===== src/hdl/stb_pkg.sv =====
// shared types and constants of the software timer bank
package stb_pkg;

   localparam int NUM_TIMERS_DEF = 8;
   localparam int CMD_W  = 3;
   localparam int ID_W   = 3;
   localparam int PMS_W  = 32;
   localparam int TPM_W  = 10;
   localparam int TICK_W = 32;
   localparam int PROD_W = PMS_W + TPM_W;
   localparam int REQ_DATA_W = ((ID_W + PMS_W + 1 + 7) / 8) * 8;
   localparam int RSP_DATA_W = ((ID_W + 2 + 7) / 8) * 8;

   localparam logic [TPM_W-1:0] TPM_RESET = TPM_W'(1);

   // mode value of a one-shot timer
   localparam logic MODE_ONE_SHOT = 1'b0;

   localparam logic KIND_STATUS = 1'b0;
   localparam logic KIND_EVENT  = 1'b1;

   typedef enum logic [CMD_W-1:0] {
      CMD_TICK   = 3'd0,
      CMD_CREATE = 3'd1,
      CMD_START  = 3'd2,
      CMD_STOP   = 3'd3,
      CMD_DELETE = 3'd4,
      CMD_QUERY  = 3'd5
   } cmd_type;

   typedef enum logic [1:0] {
      ST_IDLE,
      ST_EXEC,
      ST_SCAN,
      ST_FLUSH
   } state_type;

   // controller to datapath
   typedef struct packed {
      logic accept;
      logic exec;
      logic scan_adv;
      logic flush;
   } ctl_type;

   // datapath to controller
   typedef struct packed {
      logic req_is_tick;
      logic out_free;
      logic stall;
      logic scan_done;
      logic pend_valid;
   } stat_type;

endpackage


===== src/hdl/software_timer_bank.sv =====
// top level of the software timer bank
//
// A bank of NUM_TIMERS one-shot or periodic timers driven by command beats on the
// req stream (tick, create, start, stop, delete, query). Every command other than
// tick returns exactly one status beat with tlast set; a tick advances the 32-bit
// wrapping time base and returns one expiry beat per expired timer in ascending
// index order, tlast on the last one, and nothing when no timer expires. A timer
// expires when the elapsed ticks since its start exceed its period strictly;
// start converts period_ms to ticks with the csr ticks-per-ms value, saturating at
// 32 bits. Timing: a non-tick command passes through accept and execute; a tick
// scans the entries in turn, because the start tick and period memories have a
// single read port and the scan checks one entry per cycle; both are held while
// the rsp side stalls. A result beat waits in an output register while the
// next command beat is already taken. Write the csr only while the bank is idle.
module software_timer_bank #(
   parameter int NUM_TIMERS = stb_pkg::NUM_TIMERS_DEF
) (
   input  logic                           clock,
   input  logic                           reset,
   // command stream
   input  logic                           req_tvalid,
   output logic                           req_tready,
   // [2:0] timer_id, [34:3] period_ms, [35] periodic, [39:36] zero
   input  logic [stb_pkg::REQ_DATA_W-1:0] req_tdata,
   // [2:0] command
   input  logic [stb_pkg::CMD_W-1:0]      req_tuser,
   // result stream
   output logic                           rsp_tvalid,
   input  logic                           rsp_tready,
   // [2:0] which_timer, [3] ok, [4] is_running, [7:5] zero
   output logic [stb_pkg::RSP_DATA_W-1:0] rsp_tdata,
   // [0] kind: status or expiry event
   output logic                           rsp_tuser,
   output logic                           rsp_tlast,
   // ticks per millisecond register
   input  logic                           csr_we,
   input  logic [stb_pkg::TPM_W-1:0]      csr_wdata
);
   import stb_pkg::*;

   ctl_type          ctl;
   stat_type         st;
   logic [ID_W-1:0]  rsp_which;
   logic             rsp_ok;
   logic             rsp_running;

   // sequencer: idle, execute a command, scan on tick, flush the held expiry
   stb_ctrl u_ctrl (
      .clock      (clock),
      .reset      (reset),
      .req_tvalid (req_tvalid),
      .req_tready (req_tready),
      .st         (st),
      .ctl        (ctl)
   );

   // timer flags, memories, expiry compare and output register
   stb_dpath #(
      .NUM_TIMERS (NUM_TIMERS)
   ) u_dpath (
      .clock         (clock),
      .reset         (reset),
      .ctl           (ctl),
      .st            (st),
      .req_command   (req_tuser),
      .req_timer_id  (req_tdata[ID_W-1:0]),
      .req_period_ms (req_tdata[ID_W+PMS_W-1:ID_W]),
      .req_periodic  (req_tdata[ID_W+PMS_W]),
      .csr_we        (csr_we),
      .csr_wdata     (csr_wdata),
      .rsp_valid     (rsp_tvalid),
      .rsp_ready     (rsp_tready),
      .rsp_kind      (rsp_tuser),
      .rsp_which     (rsp_which),
      .rsp_ok        (rsp_ok),
      .rsp_running   (rsp_running),
      .rsp_last      (rsp_tlast)
   );

   // pack result fields, upper bits zero
   assign rsp_tdata = RSP_DATA_W'({rsp_running, rsp_ok, rsp_which});

endmodule


===== src/hdl/stb_ctrl.sv =====
// command sequencer of the timer bank
module stb_ctrl (
   input  logic              clock,
   input  logic              reset,
   input  logic              req_tvalid,
   output logic              req_tready,
   input  stb_pkg::stat_type st,
   output stb_pkg::ctl_type  ctl
);
   import stb_pkg::*;

   state_type state_ff;
   state_type state_in;

   always_ff @(posedge clock) begin
      if (reset) begin
         state_ff <= ST_IDLE;
      end else begin
         state_ff <= state_in;
      end
   end

   always_comb begin
      state_in = state_ff;
      case (state_ff)
         ST_IDLE: begin
            if (req_tvalid) begin
               state_in = st.req_is_tick ? ST_SCAN : ST_EXEC;
            end
         end
         ST_EXEC: begin
            if (st.out_free) begin
               state_in = ST_IDLE;
            end
         end
         ST_SCAN: begin
            if (st.scan_done) begin
               state_in = ST_FLUSH;
            end
         end
         ST_FLUSH: begin
            if (!st.pend_valid || st.out_free) begin
               state_in = ST_IDLE;
            end
         end
         default: begin
            state_in = ST_IDLE;
         end
      endcase
   end

   always_comb begin
      req_tready   = 1'b0;
      ctl          = '0;
      case (state_ff)
         ST_IDLE: begin
            req_tready = 1'b1;
            ctl.accept = req_tvalid;
         end
         ST_EXEC: begin
            ctl.exec = st.out_free;
         end
         ST_SCAN: begin
            ctl.scan_adv = !st.stall;
         end
         ST_FLUSH: begin
            ctl.flush = st.pend_valid && st.out_free;
         end
         default: begin
            req_tready = 1'b0;
         end
      endcase
   end

endmodule


===== src/hdl/stb_dpath.sv =====
// timer state, entry memories, expiry check and result register
module stb_dpath #(
   parameter int NUM_TIMERS = stb_pkg::NUM_TIMERS_DEF
) (
   input  logic                       clock,
   input  logic                       reset,
   input  stb_pkg::ctl_type           ctl,
   output stb_pkg::stat_type          st,
   input  logic [stb_pkg::CMD_W-1:0]  req_command,
   input  logic [stb_pkg::ID_W-1:0]   req_timer_id,
   input  logic [stb_pkg::PMS_W-1:0]  req_period_ms,
   input  logic                       req_periodic,
   input  logic                       csr_we,
   input  logic [stb_pkg::TPM_W-1:0]  csr_wdata,
   output logic                       rsp_valid,
   input  logic                       rsp_ready,
   output logic                       rsp_kind,
   output logic [stb_pkg::ID_W-1:0]   rsp_which,
   output logic                       rsp_ok,
   output logic                       rsp_running,
   output logic                       rsp_last
);
   import stb_pkg::*;

   localparam int IDX_W = (NUM_TIMERS > 1) ? $clog2(NUM_TIMERS) : 1;
   localparam int CNT_W = $clog2(NUM_TIMERS + 1);

   // configuration and time base
   logic [TPM_W-1:0]      tpm_ff;
   logic [TICK_W-1:0]     now_ff, now_in;

   // per-timer flags
   logic [NUM_TIMERS-1:0] running_ff, running_in;
   logic [NUM_TIMERS-1:0] created_ff, created_in;
   logic [NUM_TIMERS-1:0] periodic_ff, periodic_in;

   // entry memories
   logic [TICK_W-1:0]     start_mem  [NUM_TIMERS];
   logic [TICK_W-1:0]     period_mem [NUM_TIMERS];
   logic [TICK_W-1:0]     rd_start_ff, rd_period_ff;

   // latched command
   logic [CMD_W-1:0]      cmd_ff;
   logic [ID_W-1:0]       id_ff;
   logic [PMS_W-1:0]      pms_ff;
   logic                  per_ff;
   logic [PROD_W-1:0]     prod_ff;

   // scan pipeline
   logic [CNT_W-1:0]      rd_cnt_ff, rd_cnt_in;
   logic                  ev_valid_ff, ev_valid_in;
   logic [IDX_W-1:0]      ev_idx_ff;
   logic                  pend_valid_ff, pend_valid_in;
   logic [IDX_W-1:0]      pend_idx_ff, pend_idx_in;
   logic                  pend_run_ff, pend_run_in;

   // result register
   logic                  rsp_valid_ff, rsp_valid_in;
   logic                  rsp_kind_ff, rsp_kind_in;
   logic [ID_W-1:0]       rsp_which_ff, rsp_which_in;
   logic                  rsp_ok_ff, rsp_ok_in;
   logic                  rsp_run_ff, rsp_run_in;
   logic                  rsp_last_ff, rsp_last_in;

   logic                  out_free;
   logic                  req_is_tick;
   logic                  id_ok;
   logic [IDX_W-1:0]      id_idx;
   logic                  cur_run;
   logic                  start_go;
   logic [TICK_W-1:0]     sat_period;
   logic                  exec_ok;
   logic                  exec_run;
   logic                  rd_go;
   logic [IDX_W-1:0]      rd_idx;
   logic                  rd_step;
   logic [TICK_W-1:0]     elapsed;
   logic                  expire;
   logic                  ev_once;
   logic                  scan_fire;
   logic                  push_mid;
   logic                  load;
   logic [IDX_W-1:0]      mem_addr;
   logic                  we_start;
   logic                  we_period;

   assign out_free    = !rsp_valid_ff || rsp_ready;
   assign req_is_tick = (req_command == CMD_TICK);

   assign id_ok   = (int'(id_ff) < NUM_TIMERS);
   assign id_idx  = IDX_W'(id_ff);
   assign cur_run = id_ok && running_ff[id_idx];
   assign start_go = ctl.exec && id_ok && (cmd_ff == CMD_START) &&
                     (pms_ff != '0) && !cur_run;
   assign sat_period = (|prod_ff[PROD_W-1:TICK_W]) ? '1 : prod_ff[TICK_W-1:0];

   assign rd_go   = (rd_cnt_ff < CNT_W'(NUM_TIMERS));
   assign rd_idx  = rd_cnt_ff[IDX_W-1:0];
   assign rd_step = ctl.scan_adv && rd_go;

   assign elapsed = now_ff - rd_start_ff;
   assign expire  = ev_valid_ff && running_ff[ev_idx_ff] && created_ff[ev_idx_ff] &&
                    (elapsed > rd_period_ff);
   assign ev_once   = (periodic_ff[ev_idx_ff] == MODE_ONE_SHOT);
   assign scan_fire = ctl.scan_adv && expire;
   assign push_mid  = scan_fire && pend_valid_ff;
   assign load      = ctl.exec || push_mid || ctl.flush;

   assign mem_addr  = ctl.exec ? id_idx : ev_idx_ff;
   assign we_start  = start_go || (scan_fire && !ev_once);
   assign we_period = start_go;

   assign st.req_is_tick = req_is_tick;
   assign st.out_free    = out_free;
   assign st.stall       = expire && pend_valid_ff && !out_free;
   assign st.scan_done   = !ev_valid_ff && !rd_go;
   assign st.pend_valid  = pend_valid_ff;

   // flag updates from commands and expiries
   always_comb begin
      running_in  = running_ff;
      created_in  = created_ff;
      periodic_in = periodic_ff;
      if (ctl.exec && id_ok) begin
         case (cmd_ff)
            CMD_CREATE: begin
               if (!cur_run) begin
                  periodic_in[id_idx] = per_ff;
                  created_in[id_idx]  = 1'b1;
               end
            end
            CMD_START: begin
               if (start_go) begin
                  running_in[id_idx] = 1'b1;
               end
            end
            CMD_STOP, CMD_DELETE: begin
               running_in[id_idx] = 1'b0;
            end
            default: begin
               running_in = running_ff;
            end
         endcase
      end
      if (scan_fire && ev_once) begin
         running_in[ev_idx_ff] = 1'b0;
      end
   end

   always_comb begin
      exec_ok = 1'b0;
      if (id_ok) begin
         case (cmd_ff)
            CMD_CREATE:           exec_ok = 1'b1;
            CMD_START:            exec_ok = (pms_ff != '0) && !cur_run;
            CMD_STOP, CMD_DELETE: exec_ok = cur_run;
            CMD_QUERY:            exec_ok = 1'b1;
            default:              exec_ok = 1'b0;
         endcase
      end
      exec_run = id_ok && running_in[id_idx];
   end

   always_comb begin
      now_in      = now_ff;
      rd_cnt_in   = rd_cnt_ff;
      ev_valid_in = ev_valid_ff;
      if (ctl.accept && req_is_tick) begin
         now_in      = now_ff + TICK_W'(1);
         rd_cnt_in   = '0;
         ev_valid_in = 1'b0;
      end else if (ctl.scan_adv) begin
         ev_valid_in = rd_go;
         if (rd_go) begin
            rd_cnt_in = rd_cnt_ff + CNT_W'(1);
         end
      end
   end

   // one expiry is held back until the next one or the end of the scan
   always_comb begin
      pend_valid_in = pend_valid_ff;
      pend_idx_in   = pend_idx_ff;
      pend_run_in   = pend_run_ff;
      if (scan_fire) begin
         pend_valid_in = 1'b1;
         pend_idx_in   = ev_idx_ff;
         pend_run_in   = !ev_once;
      end else if (ctl.flush || ctl.accept) begin
         pend_valid_in = 1'b0;
      end
   end

   always_comb begin
      rsp_valid_in = rsp_valid_ff && !rsp_ready;
      rsp_kind_in  = rsp_kind_ff;
      rsp_which_in = rsp_which_ff;
      rsp_ok_in    = rsp_ok_ff;
      rsp_run_in   = rsp_run_ff;
      rsp_last_in  = rsp_last_ff;
      if (load) begin
         rsp_valid_in = 1'b1;
      end
      if (ctl.exec) begin
         rsp_kind_in  = KIND_STATUS;
         rsp_which_in = id_ff;
         rsp_ok_in    = exec_ok;
         rsp_run_in   = exec_run;
         rsp_last_in  = 1'b1;
      end else if (push_mid || ctl.flush) begin
         rsp_kind_in  = KIND_EVENT;
         rsp_which_in = ID_W'(pend_idx_ff);
         rsp_ok_in    = 1'b1;
         rsp_run_in   = pend_run_ff;
         rsp_last_in  = ctl.flush;
      end
   end

   always_ff @(posedge clock) begin
      if (reset) begin
         tpm_ff        <= TPM_RESET;
         now_ff        <= '0;
         running_ff    <= '0;
         created_ff    <= '0;
         periodic_ff   <= '0;
         rd_cnt_ff     <= '0;
         ev_valid_ff   <= 1'b0;
         pend_valid_ff <= 1'b0;
         rsp_valid_ff  <= 1'b0;
      end else begin
         if (csr_we) begin
            tpm_ff <= csr_wdata;
         end
         now_ff        <= now_in;
         running_ff    <= running_in;
         created_ff    <= created_in;
         periodic_ff   <= periodic_in;
         rd_cnt_ff     <= rd_cnt_in;
         ev_valid_ff   <= ev_valid_in;
         pend_valid_ff <= pend_valid_in;
         rsp_valid_ff  <= rsp_valid_in;
      end
   end

   // payload registers
   always_ff @(posedge clock) begin
      if (ctl.accept) begin
         cmd_ff  <= req_command;
         id_ff   <= req_timer_id;
         pms_ff  <= req_period_ms;
         per_ff  <= req_periodic;
         prod_ff <= PROD_W'(req_period_ms) * PROD_W'(tpm_ff);
      end
      if (rd_step) begin
         ev_idx_ff <= rd_idx;
      end
      pend_idx_ff  <= pend_idx_in;
      pend_run_ff  <= pend_run_in;
      rsp_kind_ff  <= rsp_kind_in;
      rsp_which_ff <= rsp_which_in;
      rsp_ok_ff    <= rsp_ok_in;
      rsp_run_ff   <= rsp_run_in;
      rsp_last_ff  <= rsp_last_in;
   end

   // start tick and period memories, one write and one read port
   always_ff @(posedge clock) begin
      if (we_start) begin
         start_mem[mem_addr] <= now_ff;
      end
      if (we_period) begin
         period_mem[mem_addr] <= sat_period;
      end
      if (rd_step) begin
         rd_start_ff  <= start_mem[rd_idx];
         rd_period_ff <= period_mem[rd_idx];
      end
   end

   assign rsp_valid   = rsp_valid_ff;
   assign rsp_kind    = rsp_kind_ff;
   assign rsp_which   = rsp_which_ff;
   assign rsp_ok      = rsp_ok_ff;
   assign rsp_running = rsp_run_ff;
   assign rsp_last    = rsp_last_ff;

endmodule


===== config.mk =====
export PLATFORM = sky130hd
export DESIGN_NAME = software_timer_bank
export DESIGN_NICKNAME = d
export VERILOG_FILES = /design/src/hdl/stb_pkg.sv /design/src/hdl/software_timer_bank.sv /design/src/hdl/stb_ctrl.sv /design/src/hdl/stb_dpath.sv
export SDC_FILE = /design/constraint.sdc
export NUM_CORES = 2
export LEC_CHECK = 0
export ABC_AREA = 1
export BUFFER_PORTS_ARGS = -buffer_cell sky130_fd_sc_hd__buf_2
export CELL_PAD_IN_SITES_DETAIL_PLACEMENT = 1
export CELL_PAD_IN_SITES_GLOBAL_PLACEMENT = 2
export CORE_MARGIN = 2
export CORE_UTILIZATION = 45
export DETAILED_ROUTE_END_ITERATION = 10
export GPL_TIMING_DRIVEN = 1
export PLACE_DENSITY_LB_ADDON = 0.1
export SETUP_SLACK_MARGIN = 0.15
export SYNTH_ARGS = -nofsm -noshare
export SYNTH_HDL_FRONTEND = slang
export SYNTH_HIERARCHICAL = 1
export SYNTH_SLANG_ARGS = --single-unit

===== constraint.sdc =====
create_clock -name clock -period 19.58 [get_ports clock]
set_input_delay 3.916 -clock clock [delete_from_list [all_inputs] [get_ports clock]]
set_output_delay 3.916 -clock clock [all_outputs]
set_load 0.01 [all_outputs]

# After elaboration in Yosys (flattened, before gate mapping)

Memory sizes are Yosys's and may differ from the RTL's. A register that Yosys moved wholly into a read port is not among the register bits.
Index checks and enable logic that the tools add are counted.

Bits in registers: 170
Latch bits: 0
RAM bits: 512
Bits in read-only memories: 0
Bits of input ports: 58
Word-level logic and storage cells: 148
Memories kept: 2

Memory list:

| memory             | depth | width | read ports | clocked after memory_dff | write ports | RTL line        | RTL |
|---|---|---|---|---|---|---|---|
| u_dpath.period_mem | 8     | 32    | 1          | 1                        | 1           | stb_dpath.sv:39 | `logic [TICK_W-1:0] period_mem [NUM_TIMERS];` |
| u_dpath.start_mem  | 8     | 32    | 1          | 1                        | 1           | stb_dpath.sv:38 | `logic [TICK_W-1:0] start_mem [NUM_TIMERS];` |

$add $sub $neg: 3
Multiply operators: 1
Divide/modulo/power cells: 0
Order comparisons: 6
Equality and inequality tests: 12
Shift-type cells: 0
Mux-type cells: 46
Bitwise logic cells: 8
Reductions and logical operators: 47

Operators with widths:

| cell                    | count |
|---|---|
| $mul A32 B10 Y42        | 1 |
| $add A32 B1 Y32 const B | 1 |
| $gt A32 B32 Y1          | 1 |
| $mux W32                | 1 |
| $reduce_bool A32 Y1     | 1 |
| $sub A32 B32 Y32        | 1 |
| $mux W8                 | 3 |
| $mux W1                 | 23 |
| $logic_and A1 B1 Y1     | 20 |
| $and A8 B8 Y8           | 2 |
| $not A8 Y8              | 2 |
| $or A8 B8 Y8            | 2 |
| $pmux W8 S2             | 1 |
| $bmux W1 S3             | 5 |
| $mux W2                 | 5 |
| $reduce_or A10 Y1       | 1 |
| $mux W3                 | 3 |
| $bwmux W8               | 1 |
| $logic_not A1 Y1        | 8 |
| $lt A3 B4 Y1 const B    | 2 |
| $pmux W2 S4             | 1 |
| $logic_or A1 B1 Y1      | 7 |
| $demux W1 S3            | 2 |
| $eq A3 B2 Y1 const B    | 2 |
| other kinds (18)        | 27 |

# Longest topological paths before layout

Depth after elaboration: 15
Gate-level depth with buffers: 33

# By module

Netlist, hierarchy kept.

Modules (own cells, without submodules):

| module              | instances | cells an instance | area each (µm²) | sequential area each (µm²) |
|---|---|---|---|---|
| stb_dpath           | 1         | 4189              | 41778.8         | 21590.7 |
| stb_ctrl            | 1         | 31                | 167.7           | 40.0 |
| software_timer_bank | 1         | 6                 | 41.3            | 0.0 |

# Worst setup path after synthesis

OpenSTA, ideal clock, no wires.

Kind: input to register
From: input req_tvalid
To: register u_dpath.now_ff[30]
Setup time: 0.115 ns
Data arrival time: 11.207 ns
Required time: 19.465 ns
Path slack: 8.259 ns
Stages on the path: 12
Cells stage by stage: inv_1 -> nor3_1 -> nand2_4 -> nor2_2 -> nand3_2 -> nor2_4 -> nand2_2 -> nor3_2 -> nand4_1 -> nor3_1 -> nor2_1 -> o21a_1

RTL lines:

| element              | RTL line                  | RTL |
|---|---|---|
| from (decl)          | software_timer_bank.sv:21 | `input logic req_tvalid,` |
| to (signal assigned) | stb_dpath.sv:234          | `now_ff <= now_in;` |
| to (decl)            | stb_dpath.sv:30           | `logic [TICK_W-1:0] now_ff, now_in;` |

# Final worst setup path

From: input req_tdata[15] (netlist bit)
To: register u_dpath.prod_ff[34], data pin

Word-level cells in the longest chain between the ends: 1

Ends and longest elaborated chain:

| element              | RTL line                  | RTL |
|---|---|---|
| from (decl)          | software_timer_bank.sv:24 | `input logic [stb_pkg::REQ_DATA_W-1:0] req_tdata,` |
| $mul A32 B10 Y42     | stb_dpath.sv:252          | `prod_ff <= PROD_W'(req_period_ms) * PROD_W'(tpm_ff);` |
| to (signal assigned) | stb_dpath.sv:252          |  |
| to (decl)            | stb_dpath.sv:47           | `logic [PROD_W-1:0] prod_ff;` |

Every way passes these cells.
A chain may end at the register's enable or synchronous reset.

==> key figures <==
Route
  – Routed wire per std cell: around 20 um
  – Starting DRC count in detailed routing: 1763
  – Final WL: 110600 um
  – # DRC: 0
  – Router iterations before antenna repair: 5
  – Via Count: 28960
  – Antenna viol nets, final: 0
  – Vias/cell: 5.231

Setup path
  – Reg-to-Reg Start: u_dpath/now_ff[0]
  – Worst setup SP type: input port
  – CP Data Required Time: 19.98 ns
  – Worst setup EP type: flop
  – R2r setup slk: 11.85 ns
  – CP Max Fanout: 11
  – Crit path to: u_dpath/prod_ff[34]
  – Crit Path Class: in2reg
  – Worst r2r path cells: 26
  – Crit path launch: req_tdata[15]
  – Reg2reg end: u_dpath/rd_period_ff[28]
  – CP arrival: 8.92 ns

Power
  – Power Internal: 3.305 mW
  – Comb power frac: 32.2%
  – Net Sw Power: 1.862 mW
  – Leakage Power: ~19 nW
  – Clock power share: a little under 30%
  – Sequential cell fraction of total power: 38.2%
  – Total chip power: 5.167 mW
  – VDD IR max: 61.88 uV
  – Switching part of the total: a little over a third
  – PD cells: 112.0 nW/um2

Global routing
  – Initial antenna violation count: 0
  – GR Overflow Total: 0
  – Largest net degree at the start of global routing: 178
  – GRT Resource Usage Total: 23.37%
  – First-pass GRT wire length: 172500 um
  – Vias in the first global route: 30340

Floorplanning
  – Core area: approximately 93000 um2
  – Vert. Die Dim: 309.5 um
  – Standard-cell rows: 112
  – Die area: 95770 um2
  – IO Pins: 70
  – Initial Util: 45.19%
  – Die W: 309.5 um

Clock tree
  – TritonCTS clock tree: done
  – Hold buffers post-CTS: 0
  – Worst-path clk slew: 0.06 ns
  – Maximum root-to-sink buffer count: 3
  – Clock Latency Late Sink: 0.66 ns
  – Post-CTS Repair Setup Buffers: 0
  – TritonCTS Buffers: between 80 and 90
  – H-tree depth: 3
  – Clock Sinks: between 700 and 800
  – Cells resized by post-CTS repair: 0
  – Root buf cell: clkbuf_16

STA
  – Endpoints failing setup: 0
  – Slew @ Worst Pin: 1.145 ns
  – Min Hold Slack: ~0.46 ns
  – Max Freq: 0.1173 GHz
  – Final Hold Viols: 0
  – Setup WS post-layout: 11.06 ns
  – Fin crit share: a little over two fifths
  – Max-slew headroom: a little under a quarter
  – Fin. max-slew vios: 0
  – RSZ-0062 raised after global routing: false
  – Final setup TNS: 0 ns
  – Skew final: 0.04073 ns
  – Fin crit period: 8.523 ns

Status
  – Status: completed

Layout
  – Final core occ: 49.67%
  – Diode count: 0
  – Commonest non-fill, non-tap cell in the layout: inv_1
  – Share of cells above drive strength 1: 7.170%
  – Nets: 4651
  – Area grow syn2layout: 9.914%
  – Most frequent cells in the layout: 672 x inv_1, 669 x edfxtp_1, 637 x nor2_1

Logic synthesis
  – Area contributors post-synth: edfxtp_1 48%, fa_1 11%, inv_1 6.0%, nor2_1 5.8%, nand2_1 5.6%
  – Synth Area in Adders: 15.63%
  – Multiplexer area fraction after synthesis: 0%
  – Largest family of logic cells by synthesized area: adder cells
  – Top cell type's share of synthesized area: 47.85%
  – Post-Synth XOR/XNOR Area: 1.585%
  – Avg Synthesized Cell Area: 9.936 um2
  – Post-synth ARST share: 0%
  – FF+latch count, synth: ~750
  – Synth Area in Compound Gates: roughly 9%
  – Ys flop type: edfxtp_1
  – Mapped Area: 41990 um2
  – Area leader, netlist: edfxtp_1
  – Post-synth cell types: 62
  – EDFF count, synth: 669
  – Sequential area share after synthesis: 51.52%
  – Simple-gate share of the synthesized area: between 10% and 20%
  – Post-Synthesis Cells: 4226
  – YS warnings: 6

Place
  – GPL Wtd Cong: 0.8083
  – Pre-CTS setup slack: 10.36 ns
  – Port Buffers: 62
  – DP Wirelength: 73180 um

Min path
  – Tightest Hold Check Type: reg2reg

Flow run
  – Maxcap violations: 0
-- kinds of logic (layout without fill, tap and decap cells) --
group                      Yosys count  after routing
other                                1              3
xor gates and xnor gates            76             76
adders and majority gates          381            381
buffers and inverters              893            947
AOI/OAI and AO/OA                  685            685
and+or+nand+nor                   1444           1444
DFF                                746            746
-- stage by stage --
stage / instance area [um2] / instances
6_report: 46150 / 5536
5_1_grt: 46150 / 5536
4_1_cts: 46150 / 5536
3_5_place_dp: 43460 / 5380
3_3_place_gp: 43460 / 5380
2_1_floorplan: 42000 / 4228
-- sequential cells by signal (all words and copies together) (netlist names), 4 cells and up --
signal	flops
u_dpath/rd_cnt_ff	4
u_dpath/now_ff	32
u_dpath/start_mem	256
u_dpath/created_ff	8
u_dpath/rd_period_ff	32
u_dpath/pms_ff	32
u_dpath/periodic_ff	8
u_dpath/running_ff	8
u_dpath/rd_start_ff	32
u_dpath/prod_ff	42
u_dpath/period_mem	256
u_dpath/tpm_ff	10
-- per-layer routing --
metal / track usage, % / wire, um / part of all wire [%]
met1: 31.92 / 51730 / 47
met2: 39.78 / 53380 / 48
met3: 2.876 / 3236 / 2.9
met4: 5.599 / 2281 / 2.1
met5: 0 / 0 / 0
-- power groups by stage --
stage	clock, mW	combinational (mW)	sequential (mW)
global route	1.62	1.90	1.98
finish	1.53	1.67	1.97
global placement	0	1.65	2.00
floorplan	0	1.19	1.96
CTS	1.57	1.69	1.97
detailed placement	0	1.68	2.00
-- Yosys cell counts (64+ instances only) --
library cell / n
inv_1: 675
edfxtp_1: 669
nor2_1: 646
nand2_1: 624
o21ai_0: 325
fa_1: 239
ha_1: 142
clkbuf_1: 141
a21oi_1: 137
a31oi_1: 77
dfxtp_1: 77
o22ai_1: 64
-- worst min path at each step --
stage | start | to | slack, ns | cells after the start
6_report | u_dpath/rsp_last | u_dpath/rsp_last | 0.46 | 2
5_1_grt | u_dpath/periodic_ff[5] | u_dpath/periodic_ff[5] | 0.49 | 2
4_1_cts | u_dpath/rsp_last | u_dpath/rsp_last | 0.46 | 2
3_5_place_dp | u_dpath/rsp_last | u_dpath/rsp_last | 0.45 | 2
3_3_place_gp | u_dpath/rsp_last | u_dpath/rsp_last | 0.44 | 2
2_1_floorplan | u_dpath/ev_idx_ff[1] | u_dpath/pend_idx_ff[1] | 0.43 | 0
-- critical path, stage by stage --
cell	delay [ns]
buf_2	0.28
nand2_1	0.13
fa_1	0.56
inv_1	0.05
fa_1	0.47
fa_1	0.50
fa_1	0.49
inv_1	0.05
fa_1	0.50
inv_1	0.05
ha_1	0.38
a21oi_1	0.17
inv_1	0.07
a31oi_1	0.21
a21boi_1	0.33
o21ai_1	0.19
a21oi_1	0.29
o21ai_1	0.11
xor2_1	0.17
-- cell type report --
cell class,instances,area (um2)
Multi-Input combinational cell,2589,17040
Fill cell,10290,46760
Clock inverter,49,462.9
Tap cell,1254,1569
Clock buffer,107,2230
Timing Repair Buffer,96,578.1
Sequential cell,746,21650
Inverter,695,2621
(Power assumes the default switching activity.)
